## config.mk

```make
export PLATFORM = sky130hd
export DESIGN_NAME = scm_line_buf
export DESIGN_NICKNAME = d
export VERILOG_FILES = /design/src/hdl/scm_pkg.sv /design/src/hdl/scm_line_buf.sv
export SDC_FILE = /design/constraint.sdc
export NUM_CORES = 1
export LEC_CHECK = 0
export BUFFER_PORTS_ARGS = -buffer_cell sky130_fd_sc_hd__buf_2
export CORE_MARGIN = 4
export CORE_UTILIZATION = 50
export DETAILED_ROUTE_END_ITERATION = 10
export GPL_TIMING_DRIVEN = 0
export PLACE_DENSITY_LB_ADDON = 0.15
export SLEW_MARGIN = 5
export SYNTH_ARGS = -nofsm -noshare
export SYNTH_HDL_FRONTEND = slang
export SYNTH_SLANG_ARGS = --single-unit
```

## constraint.sdc

```tcl
create_clock -name clk -period 2.72 [get_ports clk]
set_clock_uncertainty 0.2 [all_clocks]
set_input_delay 0.136 -clock clk [delete_from_list [all_inputs] [get_ports clk]]
set_output_delay 0.136 -clock clk [all_outputs]
set_load 0.005 [all_outputs]
```

## src/hdl/scm_pkg.sv

```systemverilog
// ----------------------------------------------------------------------------
// Sign change contour marker package
// Shared constants, types and the sample sign test.
// ----------------------------------------------------------------------------
package scm_pkg;

  localparam int MAX_ROW_SAMPLES = 1024;
  localparam int COL_W           = $clog2(MAX_ROW_SAMPLES);
  localparam int ROW_W           = 16;
  localparam int GW_W            = 11;
  localparam int SAMPLE_W        = 32;
  localparam int CFG_IDX_W       = 2;
  localparam int CFG_DATA_W      = 16;

  localparam logic [GW_W-1:0]  GRID_WIDTH_RST   = GW_W'(81);
  localparam logic [ROW_W-1:0] GRID_HEIGHT_RST  = ROW_W'(25);
  localparam logic             OUTLINE_MODE_RST = 1'b1;

  typedef logic [CFG_IDX_W-1:0] cfg_idx_t;

  localparam cfg_idx_t CFG_GRID_WIDTH   = 2'd0;
  localparam cfg_idx_t CFG_GRID_HEIGHT  = 2'd1;
  localparam cfg_idx_t CFG_OUTLINE_MODE = 2'd2;

  typedef struct packed {
    logic [COL_W-1:0] col;
    logic [ROW_W-1:0] row;
    logic             last;
  } pos_t;

  // Positive means sign clear, not zero and not NaN; infinity counts.
  function automatic logic is_positive(input logic [SAMPLE_W-1:0] bits);
    logic [SAMPLE_W-2:0] mag;
    mag = bits[SAMPLE_W-2:0];
    return !bits[SAMPLE_W-1] && (mag != '0) && (mag <= 31'h7F80_0000);
  endfunction

endpackage

```

## src/hdl/scm_line_buf.sv

```systemverilog
// ----------------------------------------------------------------------------
// Sign line buffer
// One row of sample signs; reads the old entry while writing the new one.
// ----------------------------------------------------------------------------
module scm_line_buf import scm_pkg::*; (
  input  logic             clk,
  input  logic             en,
  input  logic [COL_W-1:0] addr,
  input  logic             wr_data,
  output logic             rd_data
);

  logic mem [MAX_ROW_SAMPLES];
  logic rd_data_r;

  always_ff @(posedge clk) begin
    if (en) begin
      rd_data_r  <= mem[addr];
      mem[addr]  <= wr_data;
    end
  end

  assign rd_data = rd_data_r;

endmodule

```

# [After elaboration in Yosys (flattened, before gate mapping)]
# Memory sizes are Yosys's and may differ from the RTL's. A register that Yosys moved wholly into a read port is not among the register bits.
# Index checks and enable logic that the tools add are counted.
[word_totals] reg_bits=0 mem_bits_rw=1024 inputBits=13 mem_count=1
[op_classes] muxes=2
[mem_list] memory="mem" words=1024 width=1 read_ports=1 rd_ports_with_merged_regs=1 write_ports=1 line_no="scm_line_buf.sv:13" text="logic mem [MAX_ROW_SAMPLES];"
[op_table] op="$mux W1" n=2

# [Logic depth before layout (Yosys ltp)]
[depth] word_depth=2 depth_mapped=12

# [Least setup slack after synthesis]
# OpenSTA, ideal clock, no wires.
[synth_timing] kind="input -> register" startpoint="in addr[1]" endpoint="reg rd_data_r, in the netlist rd_data, read port of mem (data pin)" t_arrival_ns=1.861 slack_ns=0.390 cell_stages=10 path_buffers=4 path_cell_list="buf_2 > buf_2 > buf_2 > buf_2 > mux2i_1 > nor2_1 > o31ai_1 > nor2_1 > o41ai_2 > nand3_1"
[synth_rtl] item="start, declared" line_no="scm_line_buf.sv:8" text="input logic [COL_W-1:0] addr,"
[synth_rtl] item="end, declared" line_no="scm_line_buf.sv:14" text="logic rd_data_r;"

==> results.json <==
{
  "clock_path_buffers": 3,
  "setup-violations-final": 274,
  "met1_length_mm": 59.6,
  "finalWorstSetupSlack_ps": -461,
  "worst_hold_slack_ps": 37.6,
  "grt_pass1_wl_mm": 234,
  "synth-compound-area-share_pct": 3.61,
  "start_kind": "input pin",
  "synth_cells": 3369,
  "irDropWorstVdd_uv": 539,
  "maxCapViolCount": 1,
  "grt_overflow_total": 0,
  "routed_wl_mm": 174,
  "die-width_um": 306,
  "ys_seq_area_share_pct": 69.4,
  "rows": 108,
  "synth.area.top_cells": "edfxtp_1 (69%), mux2i_1 (10%), nor2_1 (9.1%)",
  "synth_area_sq_mm": 0.0443,
  "fill_cells": 7133,
  "synthToLayoutAreaGrowth_pct": 12.7,
  "hp-class": "input pin to flip-flop",
  "viasPerCell": 6.66,
  "finalInstanceArea_sq_mm": 0.0500,
  "relSlewSlack_pct": -0.255,
  "root_buffer": "clkbuf_16",
  "top_layer": "met5",
  "clkSinkCount": 1025,
  "fmax_mhz": 314,
  "path_class": "input pin to flip-flop",
  "worstMarginPinSlew_ps": 1490,
  "dr.pass1.iters": 7,
  "die_h_um": 306,
  "yosys.area_share.simple_pct": 11.8,
  "synth_edf_count": 1025,
  "fin_crit_sh_pct": 117,
  "synth-xor-area-share_pct": 0,
  "grt_util_all_layers_pct": 36.4,
  "synth_top_area_share_pct": 69.4,
  "violations": "capacitance limit, slew limit, setup timing",
  "hold_viol_final": 0,
  "drc": 0,
  "synth_top_family_by_area": "multiplexers",
  "die_area_sq_mm": 0.0935,
  "async_reset_ff_share_pct": 0,
  "layout-drive-gt1-share_pct": 11.8,
  "place_ws_ps": -2030,
  "fin_nets": 3513,
  "cts_tree": "built",
  "p_per_area_mw_per_mm2": 685,
  "htree_levels": 3,
  "yosys_warnings": 0,
  "dp_hpwl_mm": 107,
  "outcome": "finished with violations",
  "leakage_uw": 0.0161,
  "dr_wl_met3_mm": 28.3,
  "slew_viol_final": 1,
  "drt_iter0_markers": 6349,
  "place.gp.congestion": 0.992,
  "worstPathArrival_ps": 3350,
  "wl_met2_mm": 73.5,
  "initial_core_util_pct": 50.7,
  "synth-seq-cells": 1025,
  "cts_buffers": 105,
  "syn-mean-instance-area_sq_um": 13.2,
  "vias": 31600,
  "antenna_found_initial": 12,
  "cp_max_fo": 10,
  "rsz0062_at_grt": "true",
  "detail-route-antenna-nets": 0,
  "seqCellArea_sq_mm": 0.0308,
  "synth_fp_nets": 3382,
  "clk_pin_slew_worst_paths_ps": 70,
  "layout_min_cycle_time_ps": 3180,
  "synthAdderAreaFrac_pct": 0,
  "fin_util_pct": 57.1,
  "cp.required_ps": 2890,
  "clkLatencyLatePin_ps": 680,
  "multiInputGateArea_sq_mm": 0.0123,
  "post_cts_buffers": 0,
  "power_uw": 34200,
  "synth.mux.area_fraction_pct": 11.9,
  "worstSetupEndpointType": "flip-flop",
  "place_area_sq_mm": 0.0461,
  "grt_max_degree": 190,
  "synth_area_leader_cell": "edfxtp_1",
  "synth_top_flop_cell": "edfxtp_1",
  "grt_pass1_vias": 30000,
  "port_buffers": 11,
  "post_drt_wl_per_cell_um": 36.7,
  "io_pins": 14,
  "core_area_sq_mm": 0.0874,
  "yosysUniqueCellTypes": 39
}
==> stage by stage <==
step / setup TNS (ps) / instances
floorplan: 0 / 3369
global placement: - / 4535
detailed placement: -843010 / 4546
CTS: -264 / 4742
global route: -929 / 4743
finish: -14570 / 4748
==> routing by layer <==
layer,vias to the layer above,global-route usage [%]
li1,12500,-
met1,15700,47.1
met2,2735,53.0
met3,639,13.4
met4,6,21.2
met5,-,0
==> what timing repair did <==
item	in CTS	in global routing
hold buffers	2	0
resized for setup	96	75
pin swaps	2	0
endpoints found under the hold margin	56	0
setup endpoints to repair	723	159
==> cells in the final DEF, fill, tap and decap left out, types with 8 or more instances in the layout <==
| master | netlist | final |
|---|---|---|
| a211oi_1 | 9 | 8 |
| nor3_1 | 18 | 17 |
| nand2_1 | 82 | 82 |
| clkbuf_16 | 0 | 107 |
| o2111ai_1 | 11 | 10 |
| clkinv_1 | 1 | 25 |
| clkbuf_1 | 174 | 149 |
| clkbuf_2 | 1 | 36 |
| clkinv_2 | 0 | 20 |
| mux4_2 | 32 | 32 |
| buf_4 | 18 | 57 |
| o211ai_1 | 10 | 10 |
| buf_6 | 6 | 16 |
| o22ai_1 | 198 | 197 |
| mux2i_1 | 456 | 452 |
| nor4_1 | 44 | 41 |
| edfxtp_1 | 1025 | 1025 |
| o21ai_0 | 8 | 8 |
| nand3_1 | 15 | 13 |
| buf_2 | 117 | 83 |
| bufinv_16 | 0 | 14 |
| nor2_1 | 1080 | 1075 |
==> Yosys cell counts (all sizes together), types with 3 or more instances <==
master      n
edfxtp   1025
and3        6
nand4bb     6
and3b       4
mux2i     456
nand3b      5
a211oi      9
o22ai     198
nor2     1080
and2        3
nor3       18
buf       144
clkbuf    175
nand4       4
a21oi       4
nand2      82
o211ai     10
nor3b       6
o31ai       4
nand4b      4
nand3      15
o21ai       8
mux4       32
o2111ai    11
nor4       44
or4b        4
==> layout make-up <==
cell class,instances,area share [%]
clock buffer,123,5.48
antenna,6,0.0301
timing repair buffer,24,0.621
buffer,319,3.37
multi-input combinational,2022,24.5
tap,1155,2.89
inverter,3,0.0250
sequential,1025,61.6
clock inverter,71,1.43
==> final timing paths <==
kind         cells past startpoint     start      end  slack, ps
max                             12   addr[2]  rd_data       -460
min                              5   addr[8]   mem[1]         40
max reg2reg                      8  mem[835]  rd_data       -450
min reg2reg                      6  mem[955]  rd_data        990
==> logic make-up (layout without fill, tap and decap cells) <==
| group | count (synthesis) | after routing |
|---|---|---|
| other | 0 | 6 |
| buffers and inverters | 322 | 540 |
| muxes | 488 | 488 |
| DFF | 1025 | 1025 |
| AOI/OAI and AO/OA | 247 | 247 |
| and+or+nand+nor | 1287 | 1287 |
==> state kept, by name (all words and copies together), names as in the netlist <==
name,cells
rd_data,1
mem,1024
==> critical path, stage by stage <==
cell and delay, ps:
buf_2 140, buf_4 170, buf_4 190, nand4b_2 180
buf_2 630, o22ai_1 230, nor4_1 560, nand2_1 130
o211ai_1 320, nand4_1 280, nand2_1 160, nand3_2 190
==> report_power, final <==
| part | internal, uW | total, uW | leakage (uW) | switching (uW) |
|---|---|---|---|---|
| registers | 17400 | 17400 | 0.00921 | 2.81 |
| logic | 508 | 2050 | 0.00521 | 1540 |
| clock network | 8500 | 14800 | 0.00168 | 6290 |
| total | 26400 | 34200 | 0.0161 | 7830 |
Note: power is estimated with default switching activity, not from simulation.
