<file path="src/hdl/scm_pkg.sv">
// ----------------------------------------------------------------------------
// Sign change contour marker package
// Shared constants, types and the sample sign test.
// ----------------------------------------------------------------------------
package scm_pkg;

  localparam int MAX_ROW_SAMPLES = 1024;
  localparam int COL_W           = $clog2(MAX_ROW_SAMPLES);
  localparam int ROW_W           = 16;
  localparam int GW_W            = 11;
  localparam int SAMPLE_W        = 32;
  localparam int CFG_IDX_W       = 2;
  localparam int CFG_DATA_W      = 16;

  localparam logic [GW_W-1:0]  GRID_WIDTH_RST   = GW_W'(81);
  localparam logic [ROW_W-1:0] GRID_HEIGHT_RST  = ROW_W'(25);
  localparam logic             OUTLINE_MODE_RST = 1'b1;

  typedef logic [CFG_IDX_W-1:0] cfg_idx_t;

  localparam cfg_idx_t CFG_GRID_WIDTH   = 2'd0;
  localparam cfg_idx_t CFG_GRID_HEIGHT  = 2'd1;
  localparam cfg_idx_t CFG_OUTLINE_MODE = 2'd2;

  typedef struct packed {
    logic [COL_W-1:0] col;
    logic [ROW_W-1:0] row;
    logic             last;
  } pos_t;

  // Positive means sign clear, not zero and not NaN; infinity counts.
  function automatic logic is_positive(input logic [SAMPLE_W-1:0] bits);
    logic [SAMPLE_W-2:0] mag;
    mag = bits[SAMPLE_W-2:0];
    return !bits[SAMPLE_W-1] && (mag != '0) && (mag <= 31'h7F80_0000);
  endfunction

endpackage

</file>
<file path="src/hdl/scm_raster_ctr.sv">
// ----------------------------------------------------------------------------
// Raster position counter
// Tracks column and row of the next sample and flags the frame's last one.
// ----------------------------------------------------------------------------
module scm_raster_ctr import scm_pkg::*; (
  input  logic             clk,
  input  logic             rst_n,
  input  logic             advance,
  input  logic             restart,
  input  logic [COL_W-1:0] width_m1,
  input  logic [ROW_W-1:0] height_m1,
  output pos_t             pos
);

  logic [COL_W-1:0] col_r, col_nxt, col_c;
  logic [ROW_W-1:0] row_r, row_nxt, row_c;
  logic             row_end;

  always_comb begin
    col_c    = (col_r > width_m1) ? width_m1 : col_r;
    row_c    = (row_r > height_m1) ? height_m1 : row_r;
    row_end  = (col_c == width_m1);
    pos.col  = col_c;
    pos.row  = row_c;
    pos.last = row_end && (row_c == height_m1);
    col_nxt  = col_r;
    row_nxt  = row_r;
    if (restart) begin
      col_nxt = '0;
      row_nxt = '0;
    end else if (advance) begin
      if (row_end) begin
        col_nxt = '0;
        row_nxt = (row_c == height_m1) ? '0 : row_c + ROW_W'(1);
      end else begin
        col_nxt = col_c + COL_W'(1);
        row_nxt = row_c;
      end
    end
  end

  always_ff @(posedge clk) begin
    if (!rst_n) begin
      col_r <= '0;
      row_r <= '0;
    end else begin
      col_r <= col_nxt;
      row_r <= row_nxt;
    end
  end

endmodule

</file>
<file path="config.mk">
export PLATFORM = sky130hd
export DESIGN_NAME = scm_raster_ctr
export DESIGN_NICKNAME = d
export VERILOG_FILES = /design/src/hdl/scm_pkg.sv /design/src/hdl/scm_raster_ctr.sv
export SDC_FILE = /design/constraint.sdc
export NUM_CORES = 1
export LEC_CHECK = 0
export ABC_CLOCK_PERIOD_IN_PS = 4500
export BUFFER_PORTS_ARGS = -buffer_cell sky130_fd_sc_hd__buf_2
export CORE_MARGIN = 2
export CORE_UTILIZATION = 35
export DETAILED_ROUTE_END_ITERATION = 10
export PLACE_DENSITY_LB_ADDON = 0.3
export SLEW_MARGIN = 25
export SYNTH_ARGS = -nofsm -noshare
export SYNTH_HDL_FRONTEND = slang
export SYNTH_SLANG_ARGS = --single-unit
</file>
<file path="constraint.sdc">
create_clock -name clk -period 4.5 [get_ports clk]
set_input_delay 1.35 -clock clk [delete_from_list [all_inputs] [get_ports clk]]
set_output_delay 1.35 -clock clk [all_outputs]
set_load 0.03 [all_outputs]
</file>
=== Word-level counts from Yosys, hierarchy flattened ===
Cells that the tools add are included.

* Flip-flop bits (word level): 26
* Input bits: 30
* Output and inout port bits: 27
* Logic and storage cells: 16

* Add/subtract/negate cells: 2
* Order comparisons: 2
* Equal/unequal tests: 2
* Multiplexer cells: 5
* Bitwise operators: 1
* Reduce and logical (&&, ||, !) cells: 2

{| class="wikitable"
|+ Operators by type and width
! cell !! count
|-
| $mux W16 || 3
|-
| $mux W10 || 2
|-
| $add A16 B1 Y16 const B || 1
|-
| $eq A16 B16 Y1 || 1
|-
| $gt A16 B16 Y1 || 1
|-
| $add A10 B1 Y10 const B || 1
|-
| $eq A10 B10 Y1 || 1
|-
| $gt A10 B10 Y1 || 1
|-
| $reduce_or A2 Y1 || 1
|-
| $logic_and A1 B1 Y1 || 1
|-
| $not A1 Y1 || 1
|}

=== Depth between registers and ports, before layout ===
Gate-level depths: netlist of the first run.

* Depth in word-level cells: 5
* Mapped depth: 15
* Mapped depth without buffers: 12

=== Worst setup path before layout of the first run ===
No wires, ideal clock.

* Path type: input to output
* Start: input port width_m1[3]
* End: output port pos[17] in the netlist's numbering
* Arrival time: 3536 ps
* Data required time: 3150 ps
* Setup slack: -386 ps
* Stages: 8
* Path buffers: 1
* Path through: inv_1 -> ha_1 -> a21oi_1 -> o21ai_2 -> a2111oi_4 -> nor2_4 -> buf_2 -> o21ai_0

{| class="wikitable"
|+ RTL lines
! element !! RTL line !! text
|-
| start, declared || scm_raster_ctr.sv:10 || <nowiki>input logic [COL_W-1:0] width_m1,</nowiki>
|-
| end, declared || scm_raster_ctr.sv:12 || <nowiki>output pos_t pos</nowiki>
|}

==> results.toml, run 1 <==
[job]
maxCapViolations = 0

[timing]
max_freq_mhz = 207
slew_violations = 0
worstMarginPinSlew_ns = 0.700
finalHoldViolCount = 0
fin_tns_setup_ns = -5.66
timing.final.ws_setup_ns = -0.338
finClkSkew_ns = 0.00338
min_period_ns = 4.84
rsz0062_at_grt = "yes"
fin_crit_sh_pct = 108
setup_viol = 26
maxSlewHeadroom_pct = 53.2

[critical_path]
worstPathCellList = "buf_8, inv_4, ha_4, buf_6, nand2_1, o21ai_1, or4_1, o31a_4, buf_12, mux2_4, buf_6"
cp.required_ns = 3.15
cp.depth = 11
crit_top_cell = "buf_6"
cp_max_fo = 6
max_stage_delay_ns = 0.55
cp_slowest_cell = "or4_1"
worstSetupEndpointType = "primary output"
crit_path_start_kind = "primary input"
crit_buf_inv = 5
cpLargestDelayFamily = "simple AND/OR/NAND/NOR gates"
path_class = "primary input to primary output"
rr_worst_depth = 14
worstPathArrival_ns = 3.49

[drt]
dr.pass1.iters = 5
drc = 0
ant_nets = 0
wl_per_cell_um = 17.2
first_iter_violations = 163
vias = 3627
totalWireLength_um = 11100
vias_per_cell = 5.61

[synth]
synthFlopType = "dfxtp_1"
synth_edf_count = 0
avgSynthCellArea_um2 = 8.17
synth.distinct_cells = 64
synth_fp_nets = 432
synth_area_mm2 = 0.00306
async_reset_ff_share_pct = 0
synth_seq_cells = 26
ys_seq_area_share_pct = 17.0
synth_cells = 374
synth_warnings = 0

[clock_network]
holdBufCountCts = 0
clk_pin_slew_worst_paths_ns = 0.10
cts_tree = "done"
h-tree-depth = 1
cts-root-buf = "clkbuf_8"
cts_buffers = 3
clock_latency_ns = 0.28
cts_num_sinks = 26
clockBufferDepth = 2

[status]
run_status = "complete, but fails checks"
failed_checks = "negative setup slack"

[global_route]
grt_max_degree = 25
grt_overflow = 0
grt_pass1_vias = 3682
track_usage_pct = 22.0
grt_pass1_wl_um = 17400
antenna_found_initial = 0

[worst_hold_path]
hold_class = "flip-flop to flip-flop"
holdPathStages = 2

[pwr]
power_uw = 549
ir_worst_vdd_uv = 142
p_per_area_mw_per_mm2 = 108
p_leak_nw = 2.16

[floorplanning]
io_pins = 57
die_h_um = 97.4
die-area_mm2 = 0.00949
fp.coreArea_mm2 = 0.00859
num_rows = 34
start_util_pct = 35.6
chipWidth_um = 97.4

[place]
dp_hpwl_um = 7810
gp_congestion = 0.910
placed_area_mm2 = 0.00420
port_buffers = 56
placedCellCount = 616

[final_layout]
mostFrequentLayoutCells = "106 x buf_4, 42 x buf_6, 30 x nand2_1, 26 x dfxtp_1, 25 x xnor2_1"
multiInputGateArea_mm2 = 0.00273
syn_to_final_growth_pct = 66.5
final_common_cell = "buf_4"
layout.cells.non_filler = 646
utilization_pct = 59.2
drive_above_1_share_pct = 48.9
area.sequential_um2 = 520
nets = 597
postLayoutCellArea_mm2 = 0.00509
n_fill_cell = 722
diodes = 0
## worst paths after layout
| path | start | to | slack [ns] |
|---|---|---|---|
| setup / recovery | height_m1[15] | pos[7] | -0.34 |
| hold / removal | row_r[15] | row_r[15] | 0.54 |
| setup reg to reg | row_r[14] | row_r[12] | 1.04 |
| hold reg to reg | row_r[15] | row_r[15] | 0.54 |
## synth_stat cells (all sizes together), types with 3 or more instances
| cell | number | area (um2) |
|---|---|---|
| a211oi | 3 | 27.5 |
| a21oi | 20 | 104 |
| a22o | 4 | 35.0 |
| a31oi | 3 | 18.8 |
| a32o | 7 | 70.1 |
| a41o | 3 | 30.0 |
| and3 | 11 | 68.8 |
| buf | 6 | 41.3 |
| clkbuf | 5 | 18.8 |
| dfxtp | 26 | 521 |
| ha | 28 | 350 |
| inv | 32 | 120 |
| mux2 | 26 | 312 |
| mux2i | 11 | 126 |
| nand2 | 32 | 120 |
| nand2b | 5 | 31.3 |
| nand3 | 17 | 85.1 |
| nand4 | 20 | 125 |
| nand4b | 4 | 35.0 |
| nor2 | 16 | 72.6 |
| nor3 | 8 | 45.0 |
| nor4 | 4 | 25.0 |
| o211ai | 5 | 37.5 |
| o21ai | 10 | 53.8 |
| o31ai | 8 | 60.1 |
| or4 | 3 | 22.5 |
| xnor2 | 25 | 219 |
| xor2 | 4 | 35.0 |
## routing by layer
metal / vias up / wire length, um / GRT usage (%)
met2: 129 / 5690 / 39.7
met4: 0 / 213 / 6.20
li1: 1737 / - / -
met5: - / 0 / 0
met3: 29 / 520 / 2.45
met1: 1732 / 4700 / 27.5
## through the flow
stage	hold slack [ns]	worst slack, ns
global placement	0.508	-0.437
CTS	0.533	-0.274
finish	0.543	-0.338
global route	0.573	-0.382
floorplan	0.483	-0.0676
detailed placement	0.514	-0.431
## cell type report
type	count	area share, %
sequential	26	10.2
timing repair buffer	170	29.6
inverter	32	2.80
clock buffer	4	1.08
multi-input combinational	306	53.6
tap	108	2.66
## flip-flops by register name, indices dropped and copies added (netlist names)
name,cells
row_r,16
col_r,10
## logic make-up (layout without fill, tap and decap cells)
| group | Yosys count | in the layout | synth area share [%] |
|---|---|---|---|
| muxes | 37 | 37 | 14.3 |
| and+or+nand+nor | 129 | 130 | 22.6 |
| buffers and inverters | 43 | 206 | 5.90 |
| xor gates and xnor gates | 29 | 29 | 8.31 |
| DFF | 26 | 26 | 17.0 |
| AOI/OAI and AO/OA | 82 | 82 | 20.4 |
| adders and majority gates | 28 | 28 | 11.5 |
## power by group
part / internal [mW] / leakage, nW / switching [mW]
Combinational: 0.0780 / 1.92 / 0.0731
Sequential: 0.231 / 0.210 / 0.00208
Clock: 0.0786 / 0.0288 / 0.0859
Total: 0.388 / 2.16 / 0.161
## timing repair
| item | 4_1_cts | 5_1_grt |
|---|---|---|
| gates resized for setup | 103 | 40 |
| pin swaps | 10 | 15 |
| gates cloned | 2 | 1 |
| endpoints found under the setup margin | 27 | 27 |
| setup buffers | 9 | 14 |
## worst register-to-register path: cells and delay by family, from the launching register on
kind	cells	cell delay, ns
simple gates	4	0.90
compound gates	3	0.87
flops	1	0.51
buf+inv	4	0.46
fa+ha+maj	2	0.43
mux	1	0.19
No activity file was read; power rests on OpenSTA's default activity.
==> run 2, diff against run 1 <==
--- a/config.mk
+++ b/config.mk
@@ -8,7 +8,7 @@
 export ABC_CLOCK_PERIOD_IN_PS = 4500
 export BUFFER_PORTS_ARGS = -buffer_cell sky130_fd_sc_hd__buf_2
 export CORE_MARGIN = 2
-export CORE_UTILIZATION = 35
+export CORE_UTILIZATION = 52
 export DETAILED_ROUTE_END_ITERATION = 10
 export PLACE_DENSITY_LB_ADDON = 0.3
 export SLEW_MARGIN = 25
==> constraint.sdc (replaced) <==
create_clock -name clk -period 4.5 [get_ports clk]
set_input_delay 0.9 -clock clk [delete_from_list [all_inputs] [get_ports clk]]
set_output_delay 0.9 -clock clk [all_outputs]
set_load 0.03 [all_outputs]
==> results.toml, run 2 (synthesis gave the netlist of run 1 again) <==
[global_route]
grt_pass1_wl_um = 14000
grt_pass1_vias = 2893
use_met2_pct = 42.1
track_usage_pct = 27.2
antenna_found_initial = 0
grt_use_met3_pct = 5.06
grt_max_degree = 26
gr-max-usage-layer = "met2"
grt_overflow = 0
use_met1_pct = 38.9

[drt]
vias_per_cell = 6.29
ant_nets = 0
totalWireLength_um = 8490
drc = 0
dr.pass1.iters = 4
first_iter_violations = 287
vias = 3151
wl_per_cell_um = 17.0

[final_layout]
largest_registers = "row_r x16, col_r x10"
drive_above_1_share_pct = 22.8
n_fill_cell = 516
nets = 489
diodes = 0
mostFrequentLayoutCells = "56 x buf_2, 32 x nand2_1, 31 x inv_1, 28 x ha_1, 26 x dfxtp_1"
syn_to_final_growth_pct = 13.2
final_common_cell = "buf_2"
largest_register = "row_r"
layout.cells.non_filler = 501
largest_reg_flops = 16

[clock_network]
h-tree-depth = 1
cts_num_sinks = 26
cts-root-buf = "clkbuf_8"
clk_pin_slew_worst_paths_ns = 0.09
cts_tree = "done"
cts_resized = 0
cts_buffers = 3
clock_latency_ns = 0.27
holdBufCountCts = 0
clockBufferDepth = 2
cts_setup_buffers = 0

[timing]
finClkSkew_ns = 0.00509
rsz0062_at_grt = "no"
fin_crit_sh_pct = 91.7
finalHoldViolCount = 0
maxSlewHeadroom_pct = 41.0
fin_tns_setup_ns = 0
max_freq_mhz = 242
setup_viol = 0
timing.final.ws_setup_ns = 0.374
slew_violations = 0
min_period_ns = 4.13
worstMarginPinSlew_ns = 0.883

[floorplanning]
io_pins = 57
fp.coreArea_mm2 = 0.00557
num_rows = 27
die-area_mm2 = 0.00651
start_util_pct = 54.8
chipWidth_um = 80.7
die_h_um = 80.7

[place]
port_buffers = 56
placedCellCount = 498
dp_hpwl_um = 6630
gp_congestion = 0.950
place_ws_ns = 0.417

[pwr]
ir_worst_vdd_uv = 116
p_per_area_mw_per_mm2 = 132
p_leak_nw = 1.53
power_uw = 458

[critical_path]
path_class = "primary input to primary output"
worstPathArrival_ns = 3.23
crit_path_start_kind = "primary input"
worstSetupEndpointType = "primary output"
rr_worst_depth = 12
cp_max_fo = 13
cp.required_ns = 3.60

[status]
run_status = "completed"

[worst_hold_path]
hold_class = "flip-flop to flip-flop"
holdPathStages = 2

[job]
maxCapViolations = 0
==> run 2: critical path: stages <==
cell and delay (ns):
buf_2 0.12, inv_1 0.05, ha_1 0.31, nand4_1 0.18, nor4_1 0.37, a21boi_1 0.22, o31a_1 0.17, buf_4 0.25
mux2i_1 0.32, inv_1 0.13, buf_2 0.20
==> run 2: layout make-up <==
cell class	instances	area, um2	area share [%]
multi-input combinational	305	2350	68.1
sequential	26	520	15.0
timing repair buffer	63	333	9.62
inverter	32	120	3.47
tap	72	90.1	2.60
clock buffer	3	41.3	1.19
==> run 2: final timing paths <==
kind                               startpoint  slack (ns)   endpoint
worst max-delay path            height_m1[14]        0.37     pos[1]
worst min-delay path                row_r[15]        0.52  row_r[15]
worst max register to register      row_r[14]        1.02   row_r[4]
worst min register to register      row_r[15]        0.52  row_r[15]
==> run 2: routing by layer <==
| metal | routed length (um) | share of wire, % |
|---|---|---|
| met2 | 3760 | 44 |
| met1 | 4030 | 47 |
| met3 | 594 | 7.0 |
| met4 | 113 | 1.3 |
| met5 | 0 | 0 |
==> run 2: where the power goes <==
part	internal, mW	switching, mW
Clock	0.0601	0.0762
Combinational	0.0338	0.0552
Sequential	0.231	0.00170
Total	0.325	0.133
==> run 2: stage by stage <==
stage	hold WS (ns)	util [%]	area (um2)
after floorplan	0.474	-	3060
after global placement	0.493	61.3	3420
after detailed placement	0.502	61.3	3420
after CTS	0.515	62.1	3460
after global routing	0.539	62.1	3460
final	0.516	62.1	3460
==> run 3, diff against run 2 <==
--- a/config.mk
+++ b/config.mk
@@ -11,6 +11,7 @@
 export CORE_UTILIZATION = 52
 export DETAILED_ROUTE_END_ITERATION = 10
 export PLACE_DENSITY_LB_ADDON = 0.3
+export RECOVER_POWER = 50
 export SLEW_MARGIN = 25
 export SYNTH_ARGS = -nofsm -noshare
 export SYNTH_HDL_FRONTEND = slang
==> results.toml, run 3 (synthesis gave the netlist of run 1 again) <==
[clock_network]
clk_pin_slew_worst_paths_ns = 0.10
clockBufferDepth = 2
clock_latency_ns = 0.27
cts_buffers = 3
h-tree-depth = 1
cts-root-buf = "clkbuf_8"
cts_num_sinks = 26
holdBufCountCts = 0
cts_setup_buffers = 0
cts_tree = "done"
cts_resized = 0

[floorplanning]
fp.coreArea_mm2 = 0.00557
die-area_mm2 = 0.00651
io_pins = 57
die_h_um = 80.7
num_rows = 27
start_util_pct = 54.8
chipWidth_um = 80.7

[job]
maxCapViolations = 0

[global_route]
antenna_found_initial = 0
grt_pass1_vias = 2893
track_usage_pct = 27.2
grt_max_degree = 26
grt_pass1_wl_um = 14000
grt_overflow = 0

[final_layout]
final_common_cell = "buf_2"
nets = 489
largest_register = "row_r"
syn_to_final_growth_pct = 12.8
drive_above_1_share_pct = 21.7
diodes = 0
layout.cells.non_filler = 501
largest_reg_flops = 16
largest_registers = "row_r x16, col_r x10"
mostFrequentLayoutCells = "54 x buf_2, 32 x nand2_1, 31 x inv_1, 28 x ha_1, 26 x dfxtp_1"

[timing]
worstMarginPinSlew_ns = 1.37
max_freq_mhz = 243
slew_violations = 0
min_period_ns = 4.12
fin_tns_setup_ns = 0
rsz0062_at_grt = "no"
maxSlewHeadroom_pct = 8.64
finClkSkew_ns = 0.00515
fin_crit_sh_pct = 91.6
setup_viol = 0
finalHoldViolCount = 0

[critical_path]
cp.required_ns = 3.60
worstSetupEndpointType = "primary output"
worstPathArrival_ns = 3.22
path_class = "primary input to primary output"
cp_max_fo = 16
crit_path_start_kind = "primary input"

[drt]
totalWireLength_um = 8460
ant_nets = 0
vias = 3151
first_iter_violations = 242
vias_per_cell = 6.29
dr.pass1.iters = 5
wl_per_cell_um = 16.9
drc = 0

[place]
placedCellCount = 498
port_buffers = 56
dp_hpwl_um = 6630
gp_congestion = 0.950

[pwr]
p_per_area_mw_per_mm2 = 133
p_leak_nw = 1.52
ir_worst_vdd_uv = 116
power_uw = 458

[status]
run_status = "completed"

[worst_hold_path]
hold_class = "flip-flop to flip-flop"
## run 3: worst max-delay path: stages
cell	delay [ns]
clkbuf_1	0.19
inv_1	0.07
ha_1	0.31
nand4_1	0.14
a211oi_2	0.34
a2111oi_4	0.13
nor2_4	0.45
mux2i_1	0.43
inv_1	0.07
buf_2	0.18
## run 3: layout make-up
cell class              count  area [um2]
multi-input cells         305        2350
fillers                   522        2130
clock buffers               3        41.3
flip-flops and latches     26         520
well taps                  72        90.1
repair buffers             63         327
inverters                  32         120
## run 3: through the flow
step / setup slack (ns) / utilization [%] / hold WS (ns) / instance area (um2)
floorplan: 0.0901 / - / 0.474 / 3060
global placement: 0.491 / 61.3 / 0.493 / 3420
detailed placement: 0.417 / 61.3 / 0.502 / 3420
CTS: 0.388 / 62.1 / 0.515 / 3460
global route: 0.121 / 61.8 / 0.539 / 3450
finish: 0.378 / 61.8 / 0.515 / 3450
## run 3: path summary, 6_finish.rpt
| kind | endpoint | startpoint | cells after the start | slack [ns] |
|---|---|---|---|---|
| worst max register to register | col_r[4] | col_r[5] | 8 | 0.94 |
| worst min register to register | row_r[15] | row_r[15] | 2 | 0.51 |
| worst max-delay path | pos[22] | width_m1[5] | 10 | 0.38 |
| worst min-delay path | row_r[15] | row_r[15] | 2 | 0.51 |
## run 3: power by group
part	internal, mW	switching [mW]	total (mW)
combinational	0.0336	0.0547	0.0883
sequential	0.231	0.00168	0.233
clock	0.0601	0.0765	0.137
## run 3: metal layers
layer	share of wire [%]	GRT usage, %
met1	47	38.9
met5	0	0
met3	7.5	5.06
met2	44	42.1
met4	1.2	5.93
